## config.mk

```make
export PLATFORM = sky130hd
export DESIGN_NAME = text_cell_layout_with_code_lookup_top
export DESIGN_NICKNAME = d
export VERILOG_FILES = /design/src/sv/tclc_pkg.sv /design/src/sv/tclc_ctrl.sv /design/src/sv/tclc_dp.sv /design/src/sv/text_cell_layout_with_code_lookup_top.sv
export SDC_FILE = /design/constraint.sdc
export NUM_CORES = 2
export LEC_CHECK = 0
export BUFFER_PORTS_ARGS = -buffer_cell sky130_fd_sc_hd__buf_4
export CAP_MARGIN = 10
export CORE_UTILIZATION = 50
export DETAILED_ROUTE_END_ITERATION = 7
export PLACE_DENSITY = 0.69
export SYNTH_ARGS = -nofsm -noshare
export SYNTH_HDL_FRONTEND = slang
export SYNTH_HIERARCHICAL = 1
export SYNTH_SLANG_ARGS = --single-unit
```

## constraint.sdc

```tcl
create_clock -name i_clk -period 6.95 [get_ports i_clk]
set_clock_uncertainty 0.05 [all_clocks]
set_input_delay 0.3475 -clock i_clk [delete_from_list [all_inputs] [get_ports i_clk]]
set_output_delay 0.3475 -clock i_clk [all_outputs]
set_load 0.01 [all_outputs]
```

## src/sv/tclc_pkg.sv

```systemverilog
// ----------------------------------------------------------------------------
// tclc_pkg: shared types and constants for the text cell layout block
// Command/status types between controller and datapath, draw kinds,
// configuration register indexes and character codes.
// ----------------------------------------------------------------------------
package tclc_pkg;

    // configuration register indexes
    localparam logic [2:0] CFG_ORIGIN_X      = 3'd0;
    localparam logic [2:0] CFG_ORIGIN_Y      = 3'd1;
    localparam logic [2:0] CFG_NARROW_WIDTH  = 3'd2;
    localparam logic [2:0] CFG_NARROW_HEIGHT = 3'd3;
    localparam logic [2:0] CFG_WIDE_WIDTH    = 3'd4;
    localparam logic [2:0] CFG_WIDE_HEIGHT   = 3'd5;
    localparam logic [2:0] CFG_ENTRY_COUNT   = 3'd6;

    // draw kinds
    localparam logic [1:0] KIND_ASCII = 2'd0;
    localparam logic [1:0] KIND_WIDE  = 2'd1;
    localparam logic [1:0] KIND_BOX   = 2'd2;

    // character codes
    localparam logic [7:0] CHR_NUL      = 8'h00;
    localparam logic [7:0] CHR_NEWLINE  = 8'h0A;
    localparam logic [7:0] CHR_FIRST    = 8'd32;
    localparam logic [7:0] CHR_LAST     = 8'd126;
    localparam logic [7:0] CHR_LEAD_MIN = 8'h80;

    // datapath operations
    typedef enum logic [3:0] {
        OP_NONE,
        OP_END,
        OP_NEWLINE,
        OP_HOLD,
        OP_ASCII,
        OP_CTRL,
        OP_SEARCH,
        OP_STEP,
        OP_WIDE
    } t_op;

    // class of the captured text byte
    typedef enum logic [2:0] {
        CLS_ZERO,
        CLS_NEWLINE,
        CLS_LEAD,
        CLS_PRINT,
        CLS_OTHER
    } t_cls;

    typedef struct packed {
        logic accept;
        t_op  op;
    } t_cmd;

    typedef struct packed {
        logic req;
        logic ended;
        logic lead;
        t_cls cls;
        logic out_free;
        logic srch_done;
    } t_sts;

endpackage

```

## src/sv/tclc_ctrl.sv

```systemverilog
// ----------------------------------------------------------------------------
// tclc_ctrl: sequencing controller
// Takes one transaction at a time, picks the datapath operation for it,
// runs the code table search and waits for the result register.
// ----------------------------------------------------------------------------
module tclc_ctrl (
    input  logic             i_clk,
    input  logic             i_rst_n,
    input  logic             i_in_valid,
    input  tclc_pkg::t_sts   i_sts,
    output tclc_pkg::t_cmd   o_cmd,
    output logic             o_in_stall
);

    typedef enum logic [1:0] {
        S_IDLE,
        S_EXEC,
        S_SEARCH,
        S_WIDE
    } t_state;

    t_state r_state, n_state;
    logic   r_stall, n_stall;
    logic   accept;

    assign accept = i_in_valid && !r_stall;

    always_comb begin
        n_state      = r_state;
        n_stall      = r_stall;
        o_cmd.accept = accept;
        o_cmd.op     = tclc_pkg::OP_NONE;
        case (r_state)
            S_IDLE: begin
                if (accept) begin
                    n_state = S_EXEC;
                    n_stall = 1'b1;
                end
            end
            S_EXEC: begin
                n_state = S_IDLE;
                n_stall = 1'b0;
                if (i_sts.req || i_sts.ended) begin
                    o_cmd.op = tclc_pkg::OP_NONE;
                end else if (i_sts.lead) begin
                    if (i_sts.cls == tclc_pkg::CLS_ZERO) begin
                        o_cmd.op = tclc_pkg::OP_END;
                    end else begin
                        o_cmd.op = tclc_pkg::OP_SEARCH;
                        n_state  = S_SEARCH;
                        n_stall  = 1'b1;
                    end
                end else begin
                    case (i_sts.cls)
                        tclc_pkg::CLS_ZERO:    o_cmd.op = tclc_pkg::OP_END;
                        tclc_pkg::CLS_NEWLINE: o_cmd.op = tclc_pkg::OP_NEWLINE;
                        tclc_pkg::CLS_LEAD:    o_cmd.op = tclc_pkg::OP_HOLD;
                        tclc_pkg::CLS_PRINT: begin
                            if (i_sts.out_free) begin
                                o_cmd.op = tclc_pkg::OP_ASCII;
                            end else begin
                                n_state = S_EXEC;
                                n_stall = 1'b1;
                            end
                        end
                        default:               o_cmd.op = tclc_pkg::OP_CTRL;
                    endcase
                end
            end
            S_SEARCH: begin
                o_cmd.op = tclc_pkg::OP_STEP;
                if (i_sts.srch_done) begin
                    n_state = S_WIDE;
                end
            end
            S_WIDE: begin
                if (i_sts.out_free) begin
                    o_cmd.op = tclc_pkg::OP_WIDE;
                    n_state  = S_IDLE;
                    n_stall  = 1'b0;
                end
            end
            default: begin
                n_state = S_IDLE;
                n_stall = 1'b0;
            end
        endcase
    end

    always_ff @(posedge i_clk) begin
        if (!i_rst_n) begin
            r_state <= S_IDLE;
            r_stall <= 1'b0;
        end else begin
            r_state <= n_state;
            r_stall <= n_stall;
        end
    end

    assign o_in_stall = r_stall;

endmodule

```

## src/sv/tclc_dp.sv

```systemverilog
// ----------------------------------------------------------------------------
// tclc_dp: layout datapath
// Configuration registers, cursor and lead-byte state, code table memory
// with its one-slot-per-cycle search, and the result register.
// ----------------------------------------------------------------------------
module tclc_dp #(
    parameter int TABLE_DEPTH  = 64,
    parameter int SCREEN_WIDTH = 240
) (
    input  logic             i_clk,
    input  logic             i_rst_n,
    input  tclc_pkg::t_cmd   i_cmd,
    output tclc_pkg::t_sts   o_sts,
    input  logic             i_cfg_we,
    input  logic [2:0]       i_cfg_addr,
    input  logic [15:0]      i_cfg_wdata,
    input  logic             i_req_type,
    input  logic             i_string_start,
    input  logic [7:0]       i_text_byte,
    input  logic [5:0]       i_entry_slot,
    input  logic [15:0]      i_entry_code,
    input  logic             i_out_stall,
    output logic             o_out_valid,
    output logic [1:0]       o_draw_kind,
    output logic [15:0]      o_pos_x,
    output logic [15:0]      o_pos_y,
    output logic [7:0]       o_cell_width,
    output logic [7:0]       o_cell_height,
    output logic [6:0]       o_glyph_index
);

    localparam int AW = (TABLE_DEPTH > 1) ? $clog2(TABLE_DEPTH) : 1;
    localparam int CW = $clog2(TABLE_DEPTH + 1);

    // configuration
    logic [15:0] r_origin_x, r_origin_y;
    logic [7:0]  r_narrow_w, r_narrow_h, r_wide_w, r_wide_h;
    logic [6:0]  r_entry_count;

    // cursor and string state
    logic [15:0] r_col, n_col, r_row, n_row;
    logic [7:0]  r_held, n_held;
    logic        r_lead, n_lead, r_ended, n_ended;

    // captured transaction
    logic        r_req;
    logic [7:0]  r_byte;

    // code table and search
    logic [15:0]   mem [TABLE_DEPTH];
    logic [15:0]   r_rd_data;
    logic [CW-1:0] r_addr, r_chk_idx, r_found, lim;
    logic          r_chk_vld, r_hit;
    logic          rd_en, match, load_we;

    // result register
    logic        r_out_valid;
    logic [1:0]  r_kind, n_kind;
    logic [15:0] r_pos_x, r_pos_y;
    logic [7:0]  r_cw, n_cw, r_ch, n_ch;
    logic [6:0]  r_idx, n_idx;
    logic        out_load, out_free;

    logic [7:0]  adv_w;
    logic [15:0] col_adv, col_chk;
    logic        wrap;

    // ---------------- configuration ----------------
    always_ff @(posedge i_clk) begin
        if (!i_rst_n) begin
            r_origin_x    <= 16'd0;
            r_origin_y    <= 16'd0;
            r_narrow_w    <= 8'd8;
            r_narrow_h    <= 8'd16;
            r_wide_w      <= 8'd16;
            r_wide_h      <= 8'd16;
            r_entry_count <= 7'd0;
        end else if (i_cfg_we) begin
            case (i_cfg_addr)
                tclc_pkg::CFG_ORIGIN_X:      r_origin_x    <= i_cfg_wdata;
                tclc_pkg::CFG_ORIGIN_Y:      r_origin_y    <= i_cfg_wdata;
                tclc_pkg::CFG_NARROW_WIDTH:  r_narrow_w    <= i_cfg_wdata[7:0];
                tclc_pkg::CFG_NARROW_HEIGHT: r_narrow_h    <= i_cfg_wdata[7:0];
                tclc_pkg::CFG_WIDE_WIDTH:    r_wide_w      <= i_cfg_wdata[7:0];
                tclc_pkg::CFG_WIDE_HEIGHT:   r_wide_h      <= i_cfg_wdata[7:0];
                tclc_pkg::CFG_ENTRY_COUNT:   r_entry_count <= i_cfg_wdata[6:0];
                default: ;
            endcase
        end
    end

    // ---------------- status ----------------
    assign out_free = !r_out_valid || !i_out_stall;

    always_comb begin
        o_sts.req       = r_req;
        o_sts.ended     = r_ended;
        o_sts.lead      = r_lead;
        o_sts.out_free  = out_free;
        o_sts.srch_done = match || (!r_chk_vld && !(r_addr < lim));
        if (r_byte == tclc_pkg::CHR_NUL) begin
            o_sts.cls = tclc_pkg::CLS_ZERO;
        end else if (r_byte == tclc_pkg::CHR_NEWLINE) begin
            o_sts.cls = tclc_pkg::CLS_NEWLINE;
        end else if (r_byte >= tclc_pkg::CHR_LEAD_MIN) begin
            o_sts.cls = tclc_pkg::CLS_LEAD;
        end else if (r_byte >= tclc_pkg::CHR_FIRST && r_byte <= tclc_pkg::CHR_LAST) begin
            o_sts.cls = tclc_pkg::CLS_PRINT;
        end else begin
            o_sts.cls = tclc_pkg::CLS_OTHER;
        end
    end

    // ---------------- cursor update ----------------
    assign adv_w   = (i_cmd.op == tclc_pkg::OP_WIDE) ? r_wide_w : r_narrow_w;
    assign col_adv = r_col + {8'd0, adv_w};
    assign col_chk = (i_cmd.op == tclc_pkg::OP_CTRL) ? r_col : col_adv;
    // look-ahead is done at 17 bits, no 16-bit wrap
    assign wrap    = ({1'b0, col_chk} + {9'd0, r_narrow_w}) > 17'(SCREEN_WIDTH);

    always_comb begin
        n_col    = r_col;
        n_row    = r_row;
        n_held   = r_held;
        n_lead   = r_lead;
        n_ended  = r_ended;
        out_load = 1'b0;
        n_kind   = tclc_pkg::KIND_ASCII;
        n_cw     = r_narrow_w;
        n_ch     = r_narrow_h;
        n_idx    = 7'(r_byte - tclc_pkg::CHR_FIRST);
        if (i_cmd.accept && i_string_start) begin
            n_col   = r_origin_x;
            n_row   = r_origin_y;
            n_held  = 8'd0;
            n_lead  = 1'b0;
            n_ended = 1'b0;
        end
        case (i_cmd.op)
            tclc_pkg::OP_END: begin
                n_ended = 1'b1;
                n_lead  = 1'b0;
                n_held  = 8'd0;
            end
            tclc_pkg::OP_NEWLINE: begin
                n_col = r_origin_x;
                n_row = r_row + {8'd0, r_narrow_h};
            end
            tclc_pkg::OP_HOLD: begin
                n_held = r_byte;
                n_lead = 1'b1;
            end
            tclc_pkg::OP_SEARCH: begin
                n_lead = 1'b0;
            end
            tclc_pkg::OP_ASCII, tclc_pkg::OP_WIDE: begin
                out_load = 1'b1;
                n_col    = col_adv;
                if (wrap) begin
                    n_col = r_origin_x;
                    n_row = r_row + {8'd0, r_wide_h};
                end
                if (i_cmd.op == tclc_pkg::OP_WIDE) begin
                    n_kind = r_hit ? tclc_pkg::KIND_WIDE : tclc_pkg::KIND_BOX;
                    n_cw   = r_wide_w;
                    n_ch   = r_wide_h;
                    n_idx  = r_hit ? 7'(r_found) : 7'd0;
                end
            end
            tclc_pkg::OP_CTRL: begin
                if (wrap) begin
                    n_col = r_origin_x;
                    n_row = r_row + {8'd0, r_wide_h};
                end
            end
            default: ;
        endcase
    end

    always_ff @(posedge i_clk) begin
        if (!i_rst_n) begin
            r_col       <= 16'd0;
            r_row       <= 16'd0;
            r_held      <= 8'd0;
            r_lead      <= 1'b0;
            r_ended     <= 1'b0;
            r_out_valid <= 1'b0;
        end else begin
            r_col   <= n_col;
            r_row   <= n_row;
            r_held  <= n_held;
            r_lead  <= n_lead;
            r_ended <= n_ended;
            if (out_load) begin
                r_out_valid <= 1'b1;
            end else if (!i_out_stall) begin
                r_out_valid <= 1'b0;
            end
        end
    end

    always_ff @(posedge i_clk) begin
        if (i_cmd.accept) begin
            r_req  <= i_req_type;
            r_byte <= i_text_byte;
        end
        if (out_load) begin
            r_kind  <= n_kind;
            r_pos_x <= r_col;
            r_pos_y <= r_row;
            r_cw    <= n_cw;
            r_ch    <= n_ch;
            r_idx   <= n_idx;
        end
    end

    // ---------------- code table search ----------------
    assign lim     = (int'(r_entry_count) >= TABLE_DEPTH) ? CW'(TABLE_DEPTH)
                                                          : CW'(r_entry_count);
    assign rd_en   = (i_cmd.op == tclc_pkg::OP_STEP) && (r_addr < lim);
    assign match   = r_chk_vld && ((r_rd_data == {r_held, r_byte}) ||
                                   (r_rd_data == {r_byte, r_held}));
    assign load_we = i_cmd.accept && i_req_type && (int'(i_entry_slot) < TABLE_DEPTH);

    always_ff @(posedge i_clk) begin
        if (!i_rst_n) begin
            r_chk_vld <= 1'b0;
            r_hit     <= 1'b0;
        end else if (i_cmd.op == tclc_pkg::OP_SEARCH) begin
            r_chk_vld <= 1'b0;
            r_hit     <= 1'b0;
        end else if (i_cmd.op == tclc_pkg::OP_STEP) begin
            r_chk_vld <= rd_en;
            if (match) begin
                r_hit <= 1'b1;
            end
        end
    end

    always_ff @(posedge i_clk) begin
        if (i_cmd.op == tclc_pkg::OP_SEARCH) begin
            r_addr <= '0;
        end else if (rd_en) begin
            r_addr    <= r_addr + CW'(1);
            r_chk_idx <= r_addr;
        end
        if (i_cmd.op == tclc_pkg::OP_STEP && match) begin
            r_found <= r_chk_idx;
        end
    end

    always_ff @(posedge i_clk) begin
        if (load_we) begin
            mem[AW'(i_entry_slot)] <= i_entry_code;
        end
        if (rd_en) begin
            r_rd_data <= mem[r_addr[AW-1:0]];
        end
    end

    assign o_out_valid   = r_out_valid;
    assign o_draw_kind   = r_kind;
    assign o_pos_x       = r_pos_x;
    assign o_pos_y       = r_pos_y;
    assign o_cell_width  = r_cw;
    assign o_cell_height = r_ch;
    assign o_glyph_index = r_idx;

endmodule

```

## src/sv/text_cell_layout_with_code_lookup_top.sv

```systemverilog
// ----------------------------------------------------------------------------
// text_cell_layout_with_code_lookup_top: character cell text layout
// Turns a text byte stream into glyph draw commands (cell position, size,
// glyph index), with newline, wrap and a double-byte code table lookup.
// ----------------------------------------------------------------------------
//
//  channel | direction | handshake                 | payload
//  --------+-----------+---------------------------+-------------------------
//  in      | input     | i_in_valid / o_in_stall   | req_type, string_start,
//          |           |                           | text_byte, entry_slot,
//          |           |                           | entry_code
//  out     | output    | o_out_valid / i_out_stall | draw_kind, pos_x, pos_y,
//          |           |                           | cell_width, cell_height,
//          |           |                           | glyph_index
//  cfg     | input     | i_cfg_we (write only)     | i_cfg_addr, i_cfg_wdata
//
//  One transaction at a time: a table load or a single text byte is
//  captured, then executed. The byte that completes a double-byte pair
//  runs the code table search, one slot per cycle through the memory read
//  port, until a hit or until the configured entry count is exhausted.
//  Stall on the result side holds a pending result in the execute stage;
//  the result register lets the next transaction in while one waits.
//  Reset is synchronous, active low; the code table is not cleared.
// ----------------------------------------------------------------------------
module text_cell_layout_with_code_lookup_top #(
    parameter int TABLE_DEPTH  = 64,
    parameter int SCREEN_WIDTH = 240
) (
    input  logic        i_clk,
    input  logic        i_rst_n,
    // configuration write port
    input  logic        i_cfg_we,
    input  logic [2:0]  i_cfg_addr,
    input  logic [15:0] i_cfg_wdata,
    // input channel
    input  logic        i_in_valid,
    output logic        o_in_stall,
    input  logic        i_req_type,
    input  logic        i_string_start,
    input  logic [7:0]  i_text_byte,
    input  logic [5:0]  i_entry_slot,
    input  logic [15:0] i_entry_code,
    // output channel
    output logic        o_out_valid,
    input  logic        i_out_stall,
    output logic [1:0]  o_draw_kind,
    output logic [15:0] o_pos_x,
    output logic [15:0] o_pos_y,
    output logic [7:0]  o_cell_width,
    output logic [7:0]  o_cell_height,
    output logic [6:0]  o_glyph_index
);

    // controller picks one datapath operation per cycle; datapath reports
    // byte class, string flags, search completion and result slot status
    tclc_pkg::t_cmd cmd;
    tclc_pkg::t_sts sts;

    tclc_ctrl u_ctrl (
        .i_clk      (i_clk),
        .i_rst_n    (i_rst_n),
        .i_in_valid (i_in_valid),
        .i_sts      (sts),
        .o_cmd      (cmd),
        .o_in_stall (o_in_stall)
    );

    tclc_dp #(
        .TABLE_DEPTH  (TABLE_DEPTH),
        .SCREEN_WIDTH (SCREEN_WIDTH)
    ) u_dp (
        .i_clk          (i_clk),
        .i_rst_n        (i_rst_n),
        .i_cmd          (cmd),
        .o_sts          (sts),
        .i_cfg_we       (i_cfg_we),
        .i_cfg_addr     (i_cfg_addr),
        .i_cfg_wdata    (i_cfg_wdata),
        .i_req_type     (i_req_type),
        .i_string_start (i_string_start),
        .i_text_byte    (i_text_byte),
        .i_entry_slot   (i_entry_slot),
        .i_entry_code   (i_entry_code),
        .i_out_stall    (i_out_stall),
        .o_out_valid    (o_out_valid),
        .o_draw_kind    (o_draw_kind),
        .o_pos_x        (o_pos_x),
        .o_pos_y        (o_pos_y),
        .o_cell_width   (o_cell_width),
        .o_cell_height  (o_cell_height),
        .o_glyph_index  (o_glyph_index)
    );

    // ---------------- assertions ----------------
    // an accepted transaction always blocks the input for its execute cycle
    a_busy_after_accept: assert property (@(posedge i_clk) disable iff (!i_rst_n)
        (i_in_valid && !o_in_stall) |=> o_in_stall)
        else $error("input not stalled after accepting a transaction");

    // a new result is only produced while a transaction is in flight
    a_result_from_work: assert property (@(posedge i_clk) disable iff (!i_rst_n)
        $rose(o_out_valid) |-> $past(o_in_stall))
        else $error("result appeared with no transaction in flight");

    // missing box always points at glyph 0
    a_box_index: assert property (@(posedge i_clk) disable iff (!i_rst_n)
        (o_out_valid && o_draw_kind == tclc_pkg::KIND_BOX) |-> (o_glyph_index == 7'd0))
        else $error("missing box with nonzero glyph index");

    // draw kind stays within the defined codes
    a_kind_code: assert property (@(posedge i_clk) disable iff (!i_rst_n)
        o_out_valid |-> (o_draw_kind == tclc_pkg::KIND_ASCII ||
                         o_draw_kind == tclc_pkg::KIND_WIDE ||
                         o_draw_kind == tclc_pkg::KIND_BOX))
        else $error("undefined draw kind");

endmodule
```

==> Word level (Yosys, flattened, before mapping) <==
Memories as Yosys holds them, arrays and structs flattened. A register that Yosys moved wholly into a read port is not among the register bits.
Cells that the tools add are included.
{ "classes": {"order_cmp": 6, "mux": 55, "add_sub_neg": 6, "reduce_logical": 41, "bitwise_logic": 2, "n_eq_ne": 27} }
{ "ops": {"columns": ["operator", "count"], "rows": [
  ["16-bit 2-to-1 mux", 6],
  ["16-bit by 8-bit adder with 16-bit output", 3],
  ["16-bit one-hot mux with 3 select lines", 1],
  ["8-bit 2-to-1 mux", 5],
  ["16-bit equality test", 2],
  ["16-bit one-hot mux with 2 select lines", 1],
  ["7-bit 2-to-1 mux", 4],
  ["2-bit AND reduction", 10],
  ["3-bit 2-to-1 mux", 6],
  ["16-bit by 8-bit adder with 17-bit output", 1],
  ["17-bit by 8-bit > comparator with 1-bit output (second input constant)", 1],
  ["4-bit by 3-bit equality test with 1-bit output (second input constant)", 4],
  ["2-bit 2-to-1 mux", 8],
  ["4-bit one-hot mux with 4 select lines", 1],
  ["8-bit one-hot mux with 2 select lines", 1],
  ["1-bit 2-to-1 mux", 15],
  ["3-bit by 2-bit equality test with 1-bit output (second input constant)", 4],
  ["4-bit 2-to-1 mux", 3],
  ["4-bit one-hot mux with 3 select lines", 1],
  ["3-bit equality test (second input constant)", 3],
  ["3-bit nonzero test", 3],
  ["4-bit by 2-bit equality test with 1-bit output (second input constant)", 2],
  ["8-bit by 4-bit equality test with 1-bit output (second input constant)", 1],
  ["8-bit by 6-bit >= comparator with 1-bit output (second input constant)", 1],
  ["27 further kinds", 50]
]} }
{ "totals": {"elab_cells": 166, "input_bits": 56, "ramBits": 1024, "mem_count": 1, "regBits": 206} }
{ "mem_list": {"columns": ["memory", "depth", "word_bits", "rd", "rd_clocked_by_memory_dff", "write_ports", "line_no", "text"], "rows": [
  ["u_dp.mem", 64, 16, 1, 1, 1, "tclc_dp.sv:50", "logic [15:0] mem [TABLE_DEPTH];"]
]} }

==> Depth between registers and ports, before layout <==
{ "logic_depth": {"word_depth": 19, "depth_mapped": 38} }

==> Hierarchy <==
Netlist, hierarchy kept.
{ "modules_own_cells": {"columns": ["module", "area_each_um2", "n_inst", "cells_each"], "rows": [
  ["tclc_dp", 50186.9, 1, 2756],
  ["tclc_ctrl", 290.3, 1, 37]
]} }

==> Worst setup path before layout <==
OpenSTA, ideal clock, no wires.
{ "synth_path": {"path_kind": "reg2reg", "startpoint": "register u_dp.r_byte[0]", "endpoint": "register u_dp.r_col[0]", "period_less_slack_ns": 7.222, "t_arrival_ns": 7.034, "setup_slack_ns": -0.272, "path_stages_with_launch": 35, "setup_time_ns": 0.137, "cell_sequence": "edfxtp_1 or3_1 nor4b_1 o32a_1 inv_1 o22ai_1 o21a_1 clkbuf_1 o21a_1 a311oi_1 o21ai_1 nor2_1 and3_1 clkbuf_1 clkbuf_1 nand2_1 nand2_1 ha_1 fa_1 a211oi_1 o21ai_0 xnor2_1 o21ai_0 ha_1 a2111oi_0 o21ai_0 a31oi_1 a21oi_1 nor3b_1 o2111ai_1 nor4_4 nand2_1 clkbuf_1 a221oi_1 a211oi_1"} }
{ "synth_rtl": {"columns": ["item", "line_no", "text"], "rows": [
  ["start, declared", "tclc_dp.sv:47", "logic [7:0] r_byte;"],
  ["start signal, assigned", "tclc_dp.sv:205", "r_byte <= i_text_byte;"],
  ["end signal, assigned", "tclc_dp.sv:189", "r_col <= n_col;"],
  ["end, declared", "tclc_dp.sv:41", "logic [15:0] r_col, n_col, r_row, n_row;"]
]} }

==> metrics.csv <==
metric,value,unit
Inserted Clock Buffers,121,
Startpoint Class,flop,
post-detailed-route wirelength per cell,27.44,um
Fin. Hold Viols,0,
overall die width,319.7,um
dpl hpwl,74.44,mm
worst endpoint required time,7.49,ns
final setup fails,0,
antenna violations before repair,7,
Netlist Area Pre-Place,50480,um2
CP Max Fanout,8,
Hold Startpoint,i_out_stall,
die area,102200,um2
Rel. slew slack,28.06,%
placed instance count,4192,
Worst EP arrival,7.42,ns
worst path bufs/invs,5,
prevailing post-synth register cell,edfxtp_1,
CTS tree,done,
status,"finished, final reports clean",
Iter 0 DRT Violations,2676,
DR DRC count,0,
pwr/cell area,286.0,nW/um2
total number of vias,27610,
hold endpoint,u_dp/o_out_valid,
"Cell Count, Final, Fillers Out",4475,
buffers added on ports,114,
post-synthesis sequential area ratio,71.63,%
design area,58320,um2
hold_ws,0.08790,ns
RSZ-0062 raised after global routing,yes,
Fin Setup TNS,0,ns
critical path class,reg -> reg,
Slew @ Worst Pin,1.079,ns
synth warn,6,
Yosys reg bits,1246,
I/O Pins,115,
"Reg clk slew, reported paths",0.06,ns
hold path cells,3,
number of global-route vias before repair,27770,
final worst path period share,99.01,%
Clock Tree Root,clkbuf_16,
"commonest non-fill, non-tap cells in the layout","1,120 x edfxtp_1, 336 x mux4_2, 289 x nand2_1",
ys async rst share,0,%
pin count of the biggest net entering global routing,99,
R2R Setup Slk,0.07,ns
R2R depth,31,
Mean Syn Cell Area,18.07,um2
critical path's slowest cell,or4_4,
top cell type by total area after synthesis,edfxtp_1,
Tightest Hold Check Type,in -> reg,
first-pass GRT wire length,181.4,mm
"Distinct cells, synth",80,
worst r2r src,u_dp/r_byte[2],
net count reported at finish,3174,
crit path time final,6.881,ns
Crit path largest cell delay,0.57,ns
Core Box Area,100000,um2
gr ovfl total,0,
initial core utilization,50.48,%
routability cong.,0.9123,
Post-synth EDFFs,1120,
clk_lat worst skew,0.74,ns
CP Launch Point,u_dp/r_byte[2],
# Max-Cap Violations,0,
Post-Syn Nets,2897,
GR Util All Layers,24.16,%
Num Clock Sinks,1246,
leak pwr,18.52,nW
share of layout cells above drive strength 1,27.65,%
Area growth syn-to-layout,15.54,%
Worst IR Drop VDD,0.0002227,V
Post-Syn Instances,2793,
ranking of synthesized cells by area,"edfxtp_1 67%, mux4_2 15%, dfxtp_1 5.0%",
Die H,319.7,um
drt pass-1 iters,6,
crit-path leading delay family,simple AND/OR/NAND/NOR gates,
Max Buffers Root-to-Sink,3,
H-tree depth,3,
Post-DRT Antenna Nets,0,
Max Freq,145.3,MHz
post-layout util,58.32,%
max-slew violation count,0,
"commonest non-fill, non-tap cell in the layout",edfxtp_1,
row cnt,116,
routed wire length,122.8,mm
Worst Setup End Kind,flop,
RR Endpoint,u_dp/r_row[12],
CP Depth,31,
placed cell area,53480,um2
vias per inst,6.171,
Synth top area share,66.63,%
==> state kept, by name, summed over array words and instances, names as in the netlist, 2 cells and up, named ones only <==
signal and cells:
u_dp/r_col 16, u_dp/o_draw_kind 2, u_dp/r_found 7, u_dp/o_cell_height 8, u_dp/r_entry_count 7, u_dp/mem 1024
u_dp/r_rd_data 16, u_dp/r_origin_x 16, u_dp/r_narrow_w 8, u_dp/o_cell_width 8, u_dp/r_origin_y 16, u_dp/r_row 16
u_dp/o_pos_y 16, u_dp/o_glyph_index 7, u_dp/r_wide_w 8, u_dp/r_held 8, u_dp/o_pos_x 16, u_dp/r_narrow_h 8
u_dp/r_wide_h 8, u_dp/r_addr 7, u_dp/r_byte 8, u_dp/r_chk_idx 7
==> power by group <==
part	switching, mW	internal [mW]	leakage, nW	total [mW]
logic	1.04	0.822	5.54	1.86
registers	0.139	8.29	11.1	8.43
clock network	2.79	3.59	1.87	6.39
total	3.97	12.7	18.5	16.7
==> worst register-to-register path: cells and delay by family, from the launching register on <==
| kind | cells | cell delay (ns) |
|---|---|---|
| AND/OR/NAND/NOR | 11 | 2.33 |
| AO/OA/AOI/OAI | 11 | 2.24 |
| adder cells (fa/ha/maj) | 3 | 0.92 |
| buffers and inverters | 5 | 0.67 |
| flip-flops | 1 | 0.38 |
| XOR/XNOR | 1 | 0.21 |
==> cell type report <==
| cell class | count | area, um2 |
|---|---|---|
| Tap cell | 1298 | 1624 |
| Multi-Input combinational cell | 1372 | 14100 |
| Antenna cell | 2 | 5.005 |
| Fill cell | 7235 | 41680 |
| Clock inverter | 74 | 676.9 |
| Sequential cell | 1246 | 36170 |
| Clock buffer | 154 | 3203 |
| Inverter | 24 | 90.09 |
| Timing Repair Buffer | 305 | 2456 |
==> cells by family after synthesis <==
kind of cell,Yosys count,share of synthesized area [%]
XOR/XNOR,68,1.180
adder cells (fa/ha/maj),48,1.249
AND/OR/NAND/NOR,576,5.037
AO/OA/AOI/OAI,320,4.068
flip-flops,1246,71.63
buffers and inverters,175,1.373
multiplexers,360,15.47
==> cells in the mapped netlist (6+ instances only) <==
cell	number
clkbuf_1	111
a221oi_1	16
mux4_2	336
nor2b_1	9
nor3_1	23
inv_1	21
o22ai_1	17
a21o_1	19
and2_1	6
a211oi_1	17
and3_1	10
nor4_1	9
a311oi_1	6
edfxtp_1	1120
buf_4	8
a22oi_1	9
nand2_1	299
a31oi_1	6
nand3_1	32
xnor2_1	53
xor2_1	15
mux2i_1	24
o21ai_0	43
or3_1	6
o21a_1	8
nor2_1	131
o211ai_1	6
buf_1	27
nand4_1	14
nor3b_1	8
a21oi_1	124
dfxtp_1	126
ha_1	44
==> per-layer routing <==
layer,track usage [%],part of all wire (%),vias up
met2,40.10,50,1191
met1,32.49,40,14370
li1,-,-,11780
met3,4.046,7.1,266
met4,8.419,3.5,6
met5,0,0.035,-
==> what timing repair did <==
| item | 4_1_cts | 5_1_grt |
|---|---|---|
| pin swaps | 2 | 40 |
| setup buffers | 1 | 25 |
| gates resized for setup | 5 | 99 |
| hold buffers | 28 | 0 |
| gates cloned | 0 | 0 |
| endpoints found under the setup margin | 29 | 32 |
| hold endpoints to repair | 87 | 0 |
==> stage by stage <==
step	power (mW)	setup slack (ns)
floorplan	9.491	-0.005765
global placement	10.12	0.04198
detailed placement	10.18	-0.1676
CTS	16.53	0.01417
global route	17.18	-0.1938
finish	16.68	0.06865
==> worst max path at each step <==
stage	end	slack, ns
6_report	u_dp/r_row[12]	0.07
5_1_grt	u_dp/r_row[12]	-0.19
4_1_cts	u_dp/r_row[14]	0.01
3_5_place_dp	u_dp/r_row[9]	-0.17
3_3_place_gp	u_dp/r_row[13]	0.04
2_1_floorplan	u_dp/r_col[0]	-0.006
(Power assumes the default switching activity.)
